## src/design/assert_macros.svh

```systemverilog
// assertion macros used by the encoder serializer
`ifndef ASSERT_MACROS_SVH
`define ASSERT_MACROS_SVH

// property checked on every rising edge, off while reset is high
`define B64_ASSERT(lbl, clk, rst, prop, msg) \
   lbl: assert property (@(posedge clk) disable iff (rst) (prop)) else $error(msg);

// condition that must never hold outside reset
`define B64_ASSERT_NEVER(lbl, clk, rst, cond, msg) \
   lbl: assert property (@(posedge clk) disable iff (rst) !(cond)) else $error(msg);

`endif

```

## src/design/b64le_pkg.sv

```systemverilog
// shared types, constants and symbol lookup for the base64 line encoder
`timescale 1ns / 1ps

package b64le_pkg;

   localparam int JOB_CHARS = 5;
   localparam int JOB_CNT_W = 3;
   localparam int Q_DEPTH   = 2;
   localparam int Q_PTR_W   = 1;
   localparam int Q_CNT_W   = 2;
   localparam int CSR_ADDR_W = 3;

   localparam logic [7:0] CHAR_PAD = 8'h3D;
   localparam logic [7:0] CHAR_NL  = 8'h0A;
   localparam logic [7:0] GPL_RESET = 8'd16;

   localparam logic REG_GROUPS_PER_LINE = 1'b0;

   localparam logic [1:0] PHASE_FIRST  = 2'd0;
   localparam logic [1:0] PHASE_SECOND = 2'd1;
   localparam logic [1:0] PHASE_THIRD  = 2'd2;

   typedef struct packed {
      logic [JOB_CNT_W-1:0]           count;
      logic [JOB_CHARS-1:0][7:0]      chars;
   } job_type;

   function automatic logic [7:0] sym(input logic [5:0] v);
      logic [7:0] w;
      w = {2'b00, v};
      if (v < 6'd26)
         sym = w + 8'd65;
      else if (v < 6'd52)
         sym = w + 8'd71;
      else if (v < 6'd62)
         sym = w - 8'd4;
      else if (v == 6'd62)
         sym = 8'h2B;
      else
         sym = 8'h2F;
   endfunction

endpackage

```

## src/design/b64le_front.sv

```systemverilog
// front end: takes bytes, tracks group and line position, builds character jobs
`timescale 1ns / 1ps

module b64le_front (
   input  logic                 clock,
   input  logic                 reset,
   input  logic                 req_tvalid,
   output logic                 req_tready,
   input  logic [7:0]           req_tdata,   // [7:0] data_byte
   input  logic                 req_tlast,   // final_byte
   input  logic [7:0]           groups_per_line,
   output b64le_pkg::job_type   job,
   output logic                 job_valid,
   input  logic                 job_ready
);

   logic [1:0] phase_ff, phase_in;
   logic [3:0] carry_ff, carry_in;
   logic [7:0] lgc_ff, lgc_in;
   logic       accept;
   logic       line_full;
   logic [7:0] b;

   assign req_tready = job_ready;
   assign job_valid  = req_tvalid;
   assign accept     = req_tvalid && job_ready;
   assign b          = req_tdata;

   assign line_full = ({1'b0, lgc_ff} + 9'd1) >= {1'b0, groups_per_line};

   always_comb begin
      job.chars = '0;
      job.count = '0;
      phase_in  = phase_ff;
      carry_in  = carry_ff;
      lgc_in    = lgc_ff;
      case (phase_ff)
         b64le_pkg::PHASE_SECOND: begin
            job.chars[0] = b64le_pkg::sym({carry_ff[1:0], b[7:4]});
            if (req_tlast) begin
               job.chars[1] = b64le_pkg::sym({b[3:0], 2'b00});
               job.chars[2] = b64le_pkg::CHAR_PAD;
               job.chars[3] = b64le_pkg::CHAR_NL;
               job.count    = 3'd4;
            end else begin
               job.count = 3'd1;
               carry_in  = b[3:0];
               phase_in  = b64le_pkg::PHASE_THIRD;
            end
         end
         b64le_pkg::PHASE_THIRD: begin
            job.chars[0] = b64le_pkg::sym({carry_ff, b[7:6]});
            job.chars[1] = b64le_pkg::sym(b[5:0]);
            if (req_tlast || line_full) begin
               job.chars[2] = b64le_pkg::CHAR_NL;
               job.count    = 3'd3;
               lgc_in       = '0;
            end else begin
               job.count = 3'd2;
               lgc_in    = lgc_ff + 8'd1;
            end
            carry_in = '0;
            phase_in = b64le_pkg::PHASE_FIRST;
         end
         default: begin
            // unused phase code behaves as the first byte of a group
            job.chars[0] = b64le_pkg::sym(b[7:2]);
            if (req_tlast) begin
               job.chars[1] = b64le_pkg::sym({b[1:0], 4'b0000});
               job.chars[2] = b64le_pkg::CHAR_PAD;
               job.chars[3] = b64le_pkg::CHAR_PAD;
               job.chars[4] = b64le_pkg::CHAR_NL;
               job.count    = 3'd5;
            end else begin
               job.count = 3'd1;
               carry_in  = {2'b00, b[1:0]};
               phase_in  = b64le_pkg::PHASE_SECOND;
            end
         end
      endcase
      if (req_tlast) begin
         phase_in = b64le_pkg::PHASE_FIRST;
         carry_in = '0;
         lgc_in   = '0;
      end
   end

   always_ff @(posedge clock) begin
      if (reset) begin
         phase_ff <= b64le_pkg::PHASE_FIRST;
         carry_ff <= '0;
         lgc_ff   <= '0;
      end else if (accept) begin
         phase_ff <= phase_in;
         carry_ff <= carry_in;
         lgc_ff   <= lgc_in;
      end
   end

endmodule

```

## src/design/b64le_queue.sv

```systemverilog
// two-entry job queue between front end and serializer
`timescale 1ns / 1ps

module b64le_queue (
   input  logic                 clock,
   input  logic                 reset,
   input  b64le_pkg::job_type   push_job,
   input  logic                 push_valid,
   output logic                 push_ready,
   output b64le_pkg::job_type   pop_job,
   output logic                 pop_valid,
   input  logic                 pop
);

   b64le_pkg::job_type mem_ff [b64le_pkg::Q_DEPTH];
   logic [b64le_pkg::Q_PTR_W-1:0] wptr_ff, rptr_ff;
   logic [b64le_pkg::Q_CNT_W-1:0] cnt_ff, cnt_in;
   logic push_en, pop_en;

   assign push_ready = cnt_ff != b64le_pkg::Q_CNT_W'(b64le_pkg::Q_DEPTH);
   assign pop_valid  = cnt_ff != '0;
   assign pop_job    = mem_ff[rptr_ff];
   assign push_en    = push_valid && push_ready;
   assign pop_en     = pop && pop_valid;

   always_comb begin
      cnt_in = cnt_ff;
      if (push_en && !pop_en)
         cnt_in = cnt_ff + 1'b1;
      else if (pop_en && !push_en)
         cnt_in = cnt_ff - 1'b1;
   end

   always_ff @(posedge clock) begin
      if (push_en)
         mem_ff[wptr_ff] <= push_job;
   end

   always_ff @(posedge clock) begin
      if (reset) begin
         wptr_ff <= '0;
         rptr_ff <= '0;
         cnt_ff  <= '0;
      end else begin
         if (push_en)
            wptr_ff <= wptr_ff + 1'b1;
         if (pop_en)
            rptr_ff <= rptr_ff + 1'b1;
         cnt_ff <= cnt_in;
      end
   end

endmodule

```

## src/design/b64le_back.sv

```systemverilog
// serializer: sends job characters one per cycle unless rsp stalls
`timescale 1ns / 1ps

`include "assert_macros.svh"

module b64le_back (
   input  logic                 clock,
   input  logic                 reset,
   input  b64le_pkg::job_type   job,
   input  logic                 job_valid,
   output logic                 job_pop,
   output logic                 rsp_tvalid,
   input  logic                 rsp_tready,
   output logic [7:0]           rsp_tdata,   // [7:0] out_char
   output logic                 rsp_tlast    // run_end
);

   logic [b64le_pkg::JOB_CNT_W-1:0] idx_ff, idx_in;
   logic       valid_ff, valid_in;
   logic [7:0] char_ff;
   logic       last_ff;
   logic       load;
   logic       is_last;

   assign load    = job_valid && (!valid_ff || rsp_tready);
   assign is_last = idx_ff == (job.count - 1'b1);
   assign job_pop = load && is_last;

   always_comb begin
      idx_in   = idx_ff;
      valid_in = valid_ff;
      if (load) begin
         idx_in   = is_last ? '0 : idx_ff + 1'b1;
         valid_in = 1'b1;
      end else if (rsp_tready) begin
         valid_in = 1'b0;
      end
   end

   always_ff @(posedge clock) begin
      if (reset) begin
         idx_ff   <= '0;
         valid_ff <= 1'b0;
      end else begin
         idx_ff   <= idx_in;
         valid_ff <= valid_in;
      end
   end

   always_ff @(posedge clock) begin
      if (load) begin
         char_ff <= job.chars[idx_ff];
         last_ff <= is_last;
      end
   end

   assign rsp_tvalid = valid_ff;
   assign rsp_tdata  = char_ff;
   assign rsp_tlast  = last_ff;

   `B64_ASSERT(a_job_count, clock, reset, job_valid |-> (job.count >= 3'd1 && job.count <= 3'd5), "job with bad character count")
   `B64_ASSERT(a_idx_range, clock, reset, job_valid |-> (idx_ff < job.count), "character index past end of job")
   `B64_ASSERT_NEVER(a_idx_idle, clock, reset, !job_valid && idx_ff != '0, "index not cleared with queue empty")

endmodule

```

## src/design/base64_line_encoder_unit.sv

```systemverilog
// top level of the base64 encoder with line wrap
`timescale 1ns / 1ps

// Base64 encoder with line wrap.
// req channel: one raw byte per word in req_tdata, req_tlast marks the last
// byte of a stream. rsp channel: one ASCII character per word in rsp_tdata
// (symbol, '=' pad or newline), rsp_tlast on the last character caused by a
// byte. Each byte yields 1 to 5 characters; every stream ends with a newline.
// csr port: register 0 (addresses 0 to 3) is groups_per_line, four-character
// groups per line, reset value 16; write it only while the block is idle.
// The first character of a byte is stored in the job queue and then loaded
// into the output register before it is valid on rsp. The output register
// sends one character per cycle while rsp_tready is high, and a two-entry
// job queue lets the input run ahead of the output. Reset clears group
// position, line count and queue and loads the register default. When the
// receiver stalls, the current character holds in the output register, the
// queue fills and req_tready drops.

module base64_line_encoder_unit (
   input  logic        clock,
   input  logic        reset,
   input  logic        req_tvalid,
   output logic        req_tready,
   input  logic [7:0]  req_tdata,   // [7:0] data_byte
   input  logic        req_tlast,   // final_byte
   output logic        rsp_tvalid,
   input  logic        rsp_tready,
   output logic [7:0]  rsp_tdata,   // [7:0] out_char
   output logic        rsp_tlast,   // run_end
   input  logic        csr_psel,
   input  logic        csr_penable,
   input  logic        csr_pwrite,
   input  logic [b64le_pkg::CSR_ADDR_W-1:0] csr_paddr,
   input  logic [31:0] csr_pwdata,
   output logic [31:0] csr_prdata,
   output logic        csr_pready
);

   logic [7:0] gpl_ff;
   logic       reg_hit;
   b64le_pkg::job_type front_job, head_job;
   logic front_valid, q_ready, head_valid, head_pop;

   assign csr_pready = 1'b1;
   assign reg_hit = csr_paddr[b64le_pkg::CSR_ADDR_W-1] == b64le_pkg::REG_GROUPS_PER_LINE;
   assign csr_prdata = reg_hit ? {24'd0, gpl_ff} : 32'd0;

   always_ff @(posedge clock) begin
      if (reset)
         gpl_ff <= b64le_pkg::GPL_RESET;
      else if (csr_psel && csr_penable && csr_pwrite && csr_pready && reg_hit)
         gpl_ff <= csr_pwdata[7:0];
   end

   b64le_front u_front (
      .clock           (clock),
      .reset           (reset),
      .req_tvalid      (req_tvalid),
      .req_tready      (req_tready),
      .req_tdata       (req_tdata),
      .req_tlast       (req_tlast),
      .groups_per_line (gpl_ff),
      .job             (front_job),
      .job_valid       (front_valid),
      .job_ready       (q_ready)
   );

   b64le_queue u_queue (
      .clock      (clock),
      .reset      (reset),
      .push_job   (front_job),
      .push_valid (front_valid),
      .push_ready (q_ready),
      .pop_job    (head_job),
      .pop_valid  (head_valid),
      .pop        (head_pop)
   );

   b64le_back u_back (
      .clock      (clock),
      .reset      (reset),
      .job        (head_job),
      .job_valid  (head_valid),
      .job_pop    (head_pop),
      .rsp_tvalid (rsp_tvalid),
      .rsp_tready (rsp_tready),
      .rsp_tdata  (rsp_tdata),
      .rsp_tlast  (rsp_tlast)
   );

endmodule
```

## config.mk

```make
export PLATFORM = sky130hd
export DESIGN_NAME = base64_line_encoder_unit
export DESIGN_NICKNAME = d
export VERILOG_FILES = /design/src/design/b64le_pkg.sv /design/src/design/b64le_front.sv /design/src/design/b64le_queue.sv /design/src/design/b64le_back.sv /design/src/design/base64_line_encoder_unit.sv
export VERILOG_INCLUDE_DIRS = /design/src /design/src/design
export SDC_FILE = /design/constraint.sdc
export NUM_CORES = 1
export LEC_CHECK = 0
export BUFFER_PORTS_ARGS = -buffer_cell sky130_fd_sc_hd__buf_2
export CAP_MARGIN = 20
export CORE_MARGIN = 8
export CORE_UTILIZATION = 30
export CTS_CLUSTER_DIAMETER = 150
export DETAILED_ROUTE_END_ITERATION = 10
export GPL_TIMING_DRIVEN = 0
export MAX_ROUTING_LAYER = met4
export SLEW_MARGIN = 20
export SYNTH_ARGS = -nofsm -noshare
export SYNTH_HDL_FRONTEND = slang
export SYNTH_SLANG_ARGS = --single-unit
```

## constraint.sdc

```tcl
create_clock -name clock -period 3.7 [get_ports clock]
set_clock_uncertainty 0.2 [all_clocks]
set_input_delay 0 -clock clock [delete_from_list [all_inputs] [get_ports clock]]
set_output_delay 0 -clock clock [all_outputs]
set_load 0.01 [all_outputs]
```

==> flow_summary.yaml, run 1 <==
placed_design:
  dpl-instance-area_mm2: 0.006504
  gpl_wtd_cong: 0.9306
  portBuffers: 41
  place.detailed.hpwl_um: 11460
yosys:
  synthFlopType: "sky130_fd_sc_hd__edfxtp_1"
  synth_enable_flop_cells: 55
  synthesis_warnings: 0
  distinct_cells_synth: 68
  ys_ff_latch: 86
  yosys.area.top_type_share_pct: 28.12
  synth_most_common_cell: "sky130_fd_sc_hd__nand2_1"
  yosys-top-cells-count: "sky130_fd_sc_hd__nand2_1 (60), sky130_fd_sc_hd__edfxtp_1 (55), sky130_fd_sc_hd__a21oi_1 (47), sky130_fd_sc_hd__nor2_1 (42), sky130_fd_sc_hd__ha_1 (34)"
  syn-instance-count: 643
  synth.area.top_cells: "sky130_fd_sc_hd__edfxtp_1 (28%), sky130_fd_sc_hd__dfxtp_1 (11%), sky130_fd_sc_hd__ha_1 (7.2%)"
  synth.yosys.seq_area_share_pct: 38.69
  area_of_the_mapped_netlist_mm2: 0.005873
  yosysTopAreaCell: "sky130_fd_sc_hd__edfxtp_1"
  asyncSetResetFlopFracSynth_pct: 0
  post_synth.cell_area_avg_um2: 9.134
timing:
  finalCritPeriodShare_pct: 88.39
  fmax_mhz: 305.8
  period_needed_ps: 3270
  final_max_slew_violation_count: 0
  finalSetupViolCount: 0
  slew-limit-headroom_pct: 54.90
  worstMarginPinSlew_ps: 675.0
  timing.final.hold_violations: 0
  whs_ps: 45.89
  setup_total_negative_slack_ps: 0
  rsz0062_at_grt: "no"
clock_network:
  clkSlewWorstSetupHoldPaths_ps: 60
  cts_post_setup_buffers_inserted: 0
  clock_tree_from_tritoncts: "built"
  clockBufferDepth: 2
  post_cts_resize_count: 0
  tritoncts.num_buffers: 9
  clkLatencyLatePin_ps: 340
  cts_root_buffer: "sky130_fd_sc_hd__clkbuf_16"
  clock_sink_count: 86
  holdBufCountCts: 15
  cts_max_level: 3
setup_path:
  critPathRequiredTime_ps: 3550
  ff2ff_setup_slack_ps: 430
  capturing_point_of_the_worst_reg2reg_path: "u_queue.mem_ff[1][5]"
  endpoint_kind: "flop"
  startpoint_type_of_the_worst_setup_path: "flop"
  reg2regPathDepth: 8
  critical_path.max_fanout: 10
  r2r-start: "u_front.carry_ff[0]"
  worstPathArrival_ps: 3120
  path_class: "reg2reg"
power_and_ir_drop:
  power.share.combinational_pct: 30.5
  p_per_area_mw_per_mm2: 483.6
  power_switching_mw: 1.030
  seq_power_share_pct: 39.9
  p_clk_share_pct: 29.6
  internal_power_mw: 2.348
  swShare_pct: 30.48
  vdd_drop_max_v: 0.0003447
  p_leak_nw: 2.717
hold_path:
  holdCritStartpoint: "req_tdata[2]"
  min_delay_path_depth: 4
  timing.hold.worst.class: "in2reg"
  worst_hold_path.endpoint: "u_front.carry_ff[2]"
routing:
  drt_drc_violations_left: 0
  viasPerCell: 5.086
  wl_um: 15120
  detailedRoute.firstPassIterationCount: 5
  antenna_left: 0
  routedWlPerCell_um: 15.08
  dr_iter_0_viols: 447
  vias: 5101
cells_and_area:
  final_nets: 818
  layout.core_utilization_pct: 36.13
  layout_fillers: 1941
  drive_above_1_share_pct: 14.36
  register_area_mm2: 0.002272
  syn2layout_area_growth_pct: 18.94
  multiInputGateArea_mm2: 0.003223
  number_of_diodes_added_for_antenna_fixing: 0
  layout.cell_area.non_filler_mm2: 0.006985
global_routing:
  gr-total-overflow: 0
  via_count_of_the_first_global_routing_pass: 4798
  groute.usage.overall_pct: 12.75
  grt_max_degree: 24
  grt_pass1_wl_um: 24520
  antenna_violations_before_repair: 0
die:
  die_width_um: 155.9
  die-area_mm2: 0.02431
  initial_utilization_pct: 30.38
  floorplan.io_pins: 95
  placeable_core_area_mm2: 0.01933
  num_rows: 51
  die_height_um: 155.9
run:
  max_cap_violations: 0
status:
  status: "finished, final reports clean"
per-layer routing:
layer | part of all wire, % | GRT usage [%] | vias up
li1 | - | - | 2497
met1 | 44 | 15.59 | 2398
met2 | 47 | 20.12 | 170
met3 | 5.9 | 2.438 | 36
met4 | 2.9 | 5.730 | 0
met5 | 0 | - | -
kinds of logic after synthesis:
kind of cell | count (synthesis) | share of synthesized area (%)
compound gates | 174 | 19.81
xor+xnor | 24 | 3.579
fa+ha+maj | 34 | 7.243
buf+inv | 97 | 8.053
flops | 86 | 38.69
mux | 16 | 4.665
other cells | 2 | 0.1279
simple gates | 210 | 17.83
power groups by stage:
stage / clock network (mW) / logic (mW) / registers [mW]
final: 1.00 / 1.03 / 1.35
after detailed placement: 0 / 1.02 / 1.37
after CTS: 1.02 / 1.04 / 1.35
after global routing: 1.05 / 1.16 / 1.37
after global placement: 0 / 1.01 / 1.36
after floorplan: 0 / 0.717 / 1.39
through the flow:
step | power [mW] | instances | setup slack, ps
floorplan | 2.105 | 666 | 923.4
global placement | 2.377 | 972 | 514.8
detailed placement | 2.394 | 972 | 500.7
CTS | 3.410 | 1003 | 475.3
global route | 3.582 | 1003 | 258.2
finish | 3.378 | 1003 | 429.7
worst max-delay path: stages, from the launching register on:
cell	delay, ps
sky130_fd_sc_hd__dfxtp_1	460
sky130_fd_sc_hd__clkbuf_1	460
sky130_fd_sc_hd__inv_1	230
sky130_fd_sc_hd__ha_1	300
sky130_fd_sc_hd__nand3_1	170
sky130_fd_sc_hd__nand2_1	120
sky130_fd_sc_hd__and4_4	200
sky130_fd_sc_hd__o311a_1	350
sky130_fd_sc_hd__o41a_1	490
worst max-delay path by stage:
stage / startpoint / endpoint / depth (start not counted)
finish: u_front.carry_ff[0] / u_queue.mem_ff[1][5] / 8
global route: u_front.carry_ff[0] / u_queue.mem_ff[1][3] / 8
CTS: u_front.carry_ff[0] / u_queue.mem_ff[0][3] / 8
detailed placement: u_front.carry_ff[0] / u_queue.mem_ff[1][3] / 8
global placement: u_front.carry_ff[0] / u_queue.mem_ff[0][5] / 8
floorplan: flop / u_queue.cnt_ff[1] / 10
flip-flops by register name (all words and copies together) (netlist names), named ones only:
name / cells
u_back.rsp_tdata: 8
u_queue.cnt_ff: 2
u_front.carry_ff: 4
u_queue.rptr_ff: 1
u_queue.wptr_ff: 1
u_queue.mem_ff: 46
u_back.rsp_tlast: 1
gpl_ff: 8
u_front.phase_ff: 2
u_back.idx_ff: 3
u_front.lgc_ff: 8
u_back.rsp_tvalid: 1
layout by cell type (no fill, tap or decap), drive strengths merged, types with 16 or more instances in the layout:
cell type / count
buf: 74
nand2: 60
edfxtp: 55
a21oi: 48
nor2: 42
clkbuf: 41
ha: 34
inv: 32
dfxtp: 31
o21ai: 30
nand3: 28
conb: 25
nor3: 16
area by class of cell:
type	count	area share, %
Inverter	34	1.827
Tap cell	265	4.747
Clock buffer	11	3.332
Sequential cell	86	32.53
Clock inverter	5	1.397
Buffer	63	4.944
Multi-Input combinational cell	483	46.14
Timing Repair Buffer	56	5.087
Power figures use the tool's default switching activity.
==> run 2, diff against run 1 <==
--- a/config.mk
+++ b/config.mk
@@ -9,11 +9,13 @@
 export BUFFER_PORTS_ARGS = -buffer_cell sky130_fd_sc_hd__buf_2
 export CAP_MARGIN = 20
 export CORE_MARGIN = 8
-export CORE_UTILIZATION = 30
+export CORE_UTILIZATION = 54
 export CTS_CLUSTER_DIAMETER = 150
+export CTS_CLUSTER_SIZE = 25
 export DETAILED_ROUTE_END_ITERATION = 10
 export GPL_TIMING_DRIVEN = 0
 export MAX_ROUTING_LAYER = met4
+export PLACE_DENSITY = 0.77
 export SLEW_MARGIN = 20
 export SYNTH_ARGS = -nofsm -noshare
 export SYNTH_HDL_FRONTEND = slang
==> run 2 against run 1 <==
Combinational power is 4% higher. Routed wire length is 5.7% higher. Critical path depth stayed put. Sequential cell count stayed put. First-iteration DRC count is 13% higher. Register-to-register slack hardly changed. Largest cell class unchanged.
==> flow_summary.yaml, run 2 (synthesis results as in run 1) <==
clock_network:
  clock_sink_count: 86
  clockBufferDepth: 2
  cts_post_setup_buffers_inserted: 0
  clock_tree_from_tritoncts: "built"
  clkSlewWorstSetupHoldPaths_ps: 80
  clkLatencyLatePin_ps: 350
  cts_root_buffer: "sky130_fd_sc_hd__clkbuf_8"
  tritoncts.num_buffers: 9
  cts_max_level: 3
  post_cts_resize_count: 0
timing:
  final.setup.worst_slack_ps: 433.5
  worstMarginPinSlew_ps: 1007
  final_max_slew_violation_count: 0
  setup_total_negative_slack_ps: 0
  period_needed_ps: 3267
  slew-limit-headroom_pct: 32.84
  fmax_mhz: 306.1
  finalSetupViolCount: 0
  timing.final.hold_violations: 0
  finalCritPeriodShare_pct: 88.28
  rsz0062_at_grt: "no"
  whs_ps: 33.68
hold_path:
  min_delay_path_depth: 4
  holdCritStartpoint: "req_tdata[2]"
  timing.hold.worst.class: "in2reg"
  worst_hold_path.endpoint: "u_front.carry_ff[2]"
cells_and_area:
  register_area_mm2: 0.002272
  layout_fillers: 893
  drive_above_1_share_pct: 14.59
  number_of_diodes_added_for_antenna_fixing: 0
  largest_register_ff_count: 46
  final_nets: 820
  top_register: "u_queue.mem_ff"
  syn2layout_area_growth_pct: 14.59
  multiInputGateArea_mm2: 0.003217
  mostFrequentLayoutCell: "sky130_fd_sc_hd__nand2_1"
  layout.cells.most_common_list: "sky130_fd_sc_hd__nand2_1 (60), sky130_fd_sc_hd__edfxtp_1 (55), sky130_fd_sc_hd__buf_2 (47), sky130_fd_sc_hd__a21oi_1 (47), sky130_fd_sc_hd__nor2_1 (41)"
global_routing:
  via_count_of_the_first_global_routing_pass: 5161
  groute.usage.overall_pct: 22.45
  antenna_violations_before_repair: 0
  gr-total-overflow: 0
  grt_max_degree: 24
  grt_pass1_wl_um: 25620
setup_path:
  endpoint_kind: "flop"
  reg2regPathDepth: 8
  path_class: "reg2reg"
  r2r-start: "u_front.carry_ff[0]"
  critPathRequiredTime_ps: 3560
  critical_path_depth: 8
  startpoint_type_of_the_worst_setup_path: "flop"
  worst_setup_path_startpoint: "u_front.carry_ff[0]"
  critical-path-top-delay-family: "compound AO/OA/AOI/OAI gates"
  max_stage_delay_ps: 500
  critical_path.max_fanout: 10
  cell_by_cell_listing_of_the_critical_path: "clkbuf_1 > inv_1 > ha_1 > nand3_1 > nand2_1 > and4_4 > o311a_1 > o41a_1"
  worstPathArrival_ps: 3130
  capturing_point_of_the_worst_reg2reg_path: "u_queue.mem_ff[1][5]"
  ff2ff_setup_slack_ps: 430
  crit_path_top_delay_cell: "sky130_fd_sc_hd__o41a_1"
  crit_buf_inv: 2
power_and_ir_drop:
  vdd_drop_max_v: 0.0003465
  p_leak_nw: 2.676
  p_per_area_mw_per_mm2: 462.9
run:
  max_cap_violations: 0
die:
  placeable_core_area_mm2: 0.01075
  die_width_um: 120.3
  initial_utilization_pct: 54.66
  floorplan.io_pins: 95
  num_rows: 38
  die-area_mm2: 0.01447
  die_height_um: 120.3
placed_design:
  place.detailed.hpwl_um: 11960
  gpl_wtd_cong: 0.9597
  portBuffers: 41
  dp_worst_setup_slack_ps: 366.8
routing:
  vias: 5297
  antenna_left: 0
  detailedRoute.firstPassIterationCount: 5
  routedWlPerCell_um: 18.16
  dr_iter_0_viols: 507
  drt_drc_violations_left: 0
  wl_um: 15980
  viasPerCell: 6.019
status:
  status: "finished, final reports clean"
[run 2: metal layers]
layer	track usage (%)	vias up	share of wire, %
li1	-	2498	-
met1	25.96	2527	41
met2	38.21	237	50
met3	3.683	35	6.2
met4	9.212	0	2.7
met5	-	-	0
[run 2: worst max path at each step]
| stage | endpoint | slack [ps] |
|---|---|---|
| CTS | u_queue.mem_ff[1][5] | 500 |
| floorplan | u_queue.cnt_ff[1] | 920 |
| detailed placement | u_queue.mem_ff[1][2] | 370 |
| global route | u_queue.mem_ff[1][40] | 250 |
| global placement | u_queue.mem_ff[0][2] | 390 |
| finish | u_queue.mem_ff[1][5] | 430 |
[run 2: stage by stage]
step                util, %  area (µm²)  std cells  total power, mW
floorplan                 -        5959        666            2.105
global placement      59.00        6340        847            2.356
detailed placement    59.16        6357        848            2.415
CTS                   62.63        6730        880            3.110
global route          62.63        6730        880            3.285
finish                62.63        6730        880            3.115
[run 2: what timing repair did]
item | CTS | global route
endpoints found under the hold margin | 17 | 0
setup endpoints to repair | 0 | 0
hold buffers | 16 | 0
[run 2: area by class of cell]
| class | instances | area share (%) |
|---|---|---|
| buffer | 63 | 5.131 |
| multi-input combinational | 483 | 47.80 |
| clock inverter | 7 | 1.320 |
| clock buffer | 9 | 1.840 |
| sequential | 86 | 33.76 |
| tap | 140 | 2.603 |
| inverter | 34 | 1.896 |
| timing repair buffer | 58 | 5.652 |
[run 2: power breakdown]
part	switching (mW)	total, mW	internal, mW
Sequential	0.0695	1.35	1.28
Clock	0.321	0.697	0.375
Combinational	0.647	1.07	0.420
[run 2: worst reg2reg max path, cell delays in order (launching register included)]
cell and delay [ps]:
sky130_fd_sc_hd__dfxtp_1 470, sky130_fd_sc_hd__clkbuf_1 450, sky130_fd_sc_hd__inv_1 230, sky130_fd_sc_hd__ha_1 300, sky130_fd_sc_hd__nand3_1 150, sky130_fd_sc_hd__nand2_1 120, sky130_fd_sc_hd__and4_4 200, sky130_fd_sc_hd__o311a_1 360
sky130_fd_sc_hd__o41a_1 500
==> run 3, diff against run 2 <==
--- a/config.mk
+++ b/config.mk
@@ -16,6 +16,7 @@
 export GPL_TIMING_DRIVEN = 0
 export MAX_ROUTING_LAYER = met4
 export PLACE_DENSITY = 0.77
+export REMOVE_ABC_BUFFERS = 1
 export SLEW_MARGIN = 20
 export SYNTH_ARGS = -nofsm -noshare
 export SYNTH_HDL_FRONTEND = slang
==> run 3 against run 2 <==
Sequential share of layout area rose by 0.82 points. Combinational power is 9.7% lower. Register-to-register slack worse by 20 ps. Highest routed layer unchanged.
==> flow_summary.yaml, run 3 (synthesis results as in run 1) <==
setup_path:
  worst_setup_path_startpoint: "u_front.phase_ff[0]"
  startpoint_type_of_the_worst_setup_path: "flop"
  r2r-start: "u_front.phase_ff[0]"
  capturing_point_of_the_worst_reg2reg_path: "u_front.carry_ff[1]"
  crit_path_top_delay_cell: "sky130_fd_sc_hd__ha_1"
  reg2regPathDepth: 8
  path_class: "reg2reg"
  critPathRequiredTime_ps: 3790
  endpoint_kind: "flop"
  critical_path.max_fanout: 20
  ff2ff_setup_slack_ps: 410
  worstPathArrival_ps: 3380
  crit_buf_inv: 3
  cell_by_cell_listing_of_the_critical_path: "inv_1 > ha_1 > nor2_1 > nor3_1 > a22oi_1 > dlygate4sd3_1 > nor2_1 > dlygate4sd3_1"
  max_stage_delay_ps: 700
  critical-path-top-delay-family: "buffers and inverters"
timing:
  setup_total_negative_slack_ps: 0
  slew-limit-headroom_pct: 42.53
  finalCritPeriodShare_pct: 88.80
  finalSetupViolCount: 0
  period_needed_ps: 3286
  rsz0062_at_grt: "no"
  final_max_slew_violation_count: 0
  fmax_mhz: 304.4
  worstMarginPinSlew_ps: 860.9
  timing.final.hold_violations: 0
cells_and_area:
  layout_fillers: 898
  largest_register_ff_count: 46
  layout.cells.most_common_list: "sky130_fd_sc_hd__nand2_1 (60), sky130_fd_sc_hd__edfxtp_1 (55), sky130_fd_sc_hd__a21oi_1 (47)"
  final_nets: 777
  top_register: "u_queue.mem_ff"
  syn2layout_area_growth_pct: 11.89
  mostFrequentLayoutCell: "sky130_fd_sc_hd__nand2_1"
  register_area_mm2: 0.002272
  drive_above_1_share_pct: 11.19
  multiInputGateArea_mm2: 0.003218
hold_path:
  holdCritStartpoint: "csr_penable"
  min_delay_path_depth: 4
  timing.hold.worst.class: "in2reg"
  worst_hold_path.endpoint: "gpl_ff[4]"
routing:
  dr_iter_0_viols: 618
  wl_um: 15260
  vias: 5172
  routedWlPerCell_um: 18.21
  antenna_left: 0
  drt_drc_violations_left: 0
  detailedRoute.firstPassIterationCount: 5
  viasPerCell: 6.172
power_and_ir_drop:
  power.share.combinational_pct: 31.5
  internal_power_mw: 2.063
  totalPowerFinal_mw: 3.068
  p_clk_share_pct: 22.4
  p_per_area_mw_per_mm2: 466.8
  seq_power_share_pct: 46.1
  vdd_drop_max_v: 0.0003517
  power_switching_mw: 1.005
  swShare_pct: 32.76
  p_leak_nw: 2.555
clock_network:
  clockBufferDepth: 2
  cts_root_buffer: "sky130_fd_sc_hd__clkbuf_8"
  tritoncts.num_buffers: 9
  clock_tree_from_tritoncts: "built"
  clock_sink_count: 86
  post_cts_resize_count: 0
  clkLatencyLatePin_ps: 350
  clkSlewWorstSetupHoldPaths_ps: 90
  cts_max_level: 3
die:
  die_width_um: 120.3
  initial_utilization_pct: 54.66
  die_height_um: 120.3
  placeable_core_area_mm2: 0.01075
  num_rows: 38
  floorplan.io_pins: 95
  die-area_mm2: 0.01447
global_routing:
  antenna_violations_before_repair: 1
  grt_max_degree: 29
  via_count_of_the_first_global_routing_pass: 5085
  gr-total-overflow: 0
  groute.usage.overall_pct: 21.36
  grt_pass1_wl_um: 24800
placed_design:
  portBuffers: 43
  gpl_wtd_cong: 0.9285
  place.detailed.hpwl_um: 10530
run:
  max_cap_violations: 0
status:
  status: "finished, final reports clean"
-- run 3: changes by cell type in the layout (fill, tap and decap cells not counted), sizes merged --
| cell | before | now |
|---|---|---|
| buf | 75 | 44 |
| clkbuf | 39 | 11 |
| clkinv | 6 | 4 |
| diode | 0 | 1 |
| dlygate4sd3 | 16 | 34 |
-- run 3: metal layers --
layer	up-vias	global-route usage [%]	share of wire, %
met1	2436	25.36	40
li1	2420	-	-
met4	0	9.680	2.6
met2	271	35.42	50
met3	45	3.170	7.0
met5	-	-	0
-- run 3: final cells by class --
type                            count  share of cell area, %
Clock inverter                      5                  1.123
Sequential cell                    86                  34.58
Timing Repair Buffer               78                  8.682
Clock buffer                       11                  1.999
Inverter                           34                  1.942
Tap cell                          140                  2.666
Multi-Input combinational cell    483                  48.97
Antenna cell                        1                0.03808
-- run 3: timing repair --
| action | in CTS | in global routing |
|---|---|---|
| setup buffers | 0 | 0 |
| hold endpoints to repair | 28 | 0 |
| setup endpoints to repair | 0 | 0 |
| hold buffers | 34 | 0 |
-- run 3: power by group through the flow --
stage | clock network [mW] | logic, mW | registers [mW]
5_1_grt | 0.730 | 1.07 | 1.44
2_1_floorplan | 0 | 0.617 | 1.44
3_3_place_gp | 0 | 0.878 | 1.43
4_1_cts | 0.698 | 0.958 | 1.42
3_5_place_dp | 0 | 0.923 | 1.44
6_report | 0.688 | 0.966 | 1.41
-- run 3: worst max-delay path by stage --
stage,endpoint,depth (start not counted)
6_report,u_front.carry_ff[1],8
5_1_grt,u_queue.cnt_ff[1],8
4_1_cts,u_queue.cnt_ff[1],8
3_5_place_dp,u_queue.cnt_ff[1],8
3_3_place_gp,u_queue.cnt_ff[1],8
2_1_floorplan,u_queue.cnt_ff[1],8
-- run 3: worst register-to-register path: stages, from the launching register on --
cell,delay (ps)
sky130_fd_sc_hd__dfxtp_1,400
sky130_fd_sc_hd__inv_1,70
sky130_fd_sc_hd__ha_1,700
sky130_fd_sc_hd__nor2_1,180
sky130_fd_sc_hd__nor3_1,300
sky130_fd_sc_hd__a22oi_1,120
sky130_fd_sc_hd__dlygate4sd3_1,610
sky130_fd_sc_hd__nor2_1,100
sky130_fd_sc_hd__dlygate4sd3_1,560
-- run 3: through the flow --
step                instance area (µm²)  setup WS [ps]  cells  util [%]  hold WS (ps)
global route                       6571          270.2    838     61.16         62.87
detailed placement                 6022          560.4    787     56.04         13.79
CTS                                6568          524.6    837     61.12         48.71
global placement                   6005          615.5    786     55.88         5.353
finish                             6571          414.3    838     61.16         75.55
floorplan                          5614          879.8    603         -        -157.1
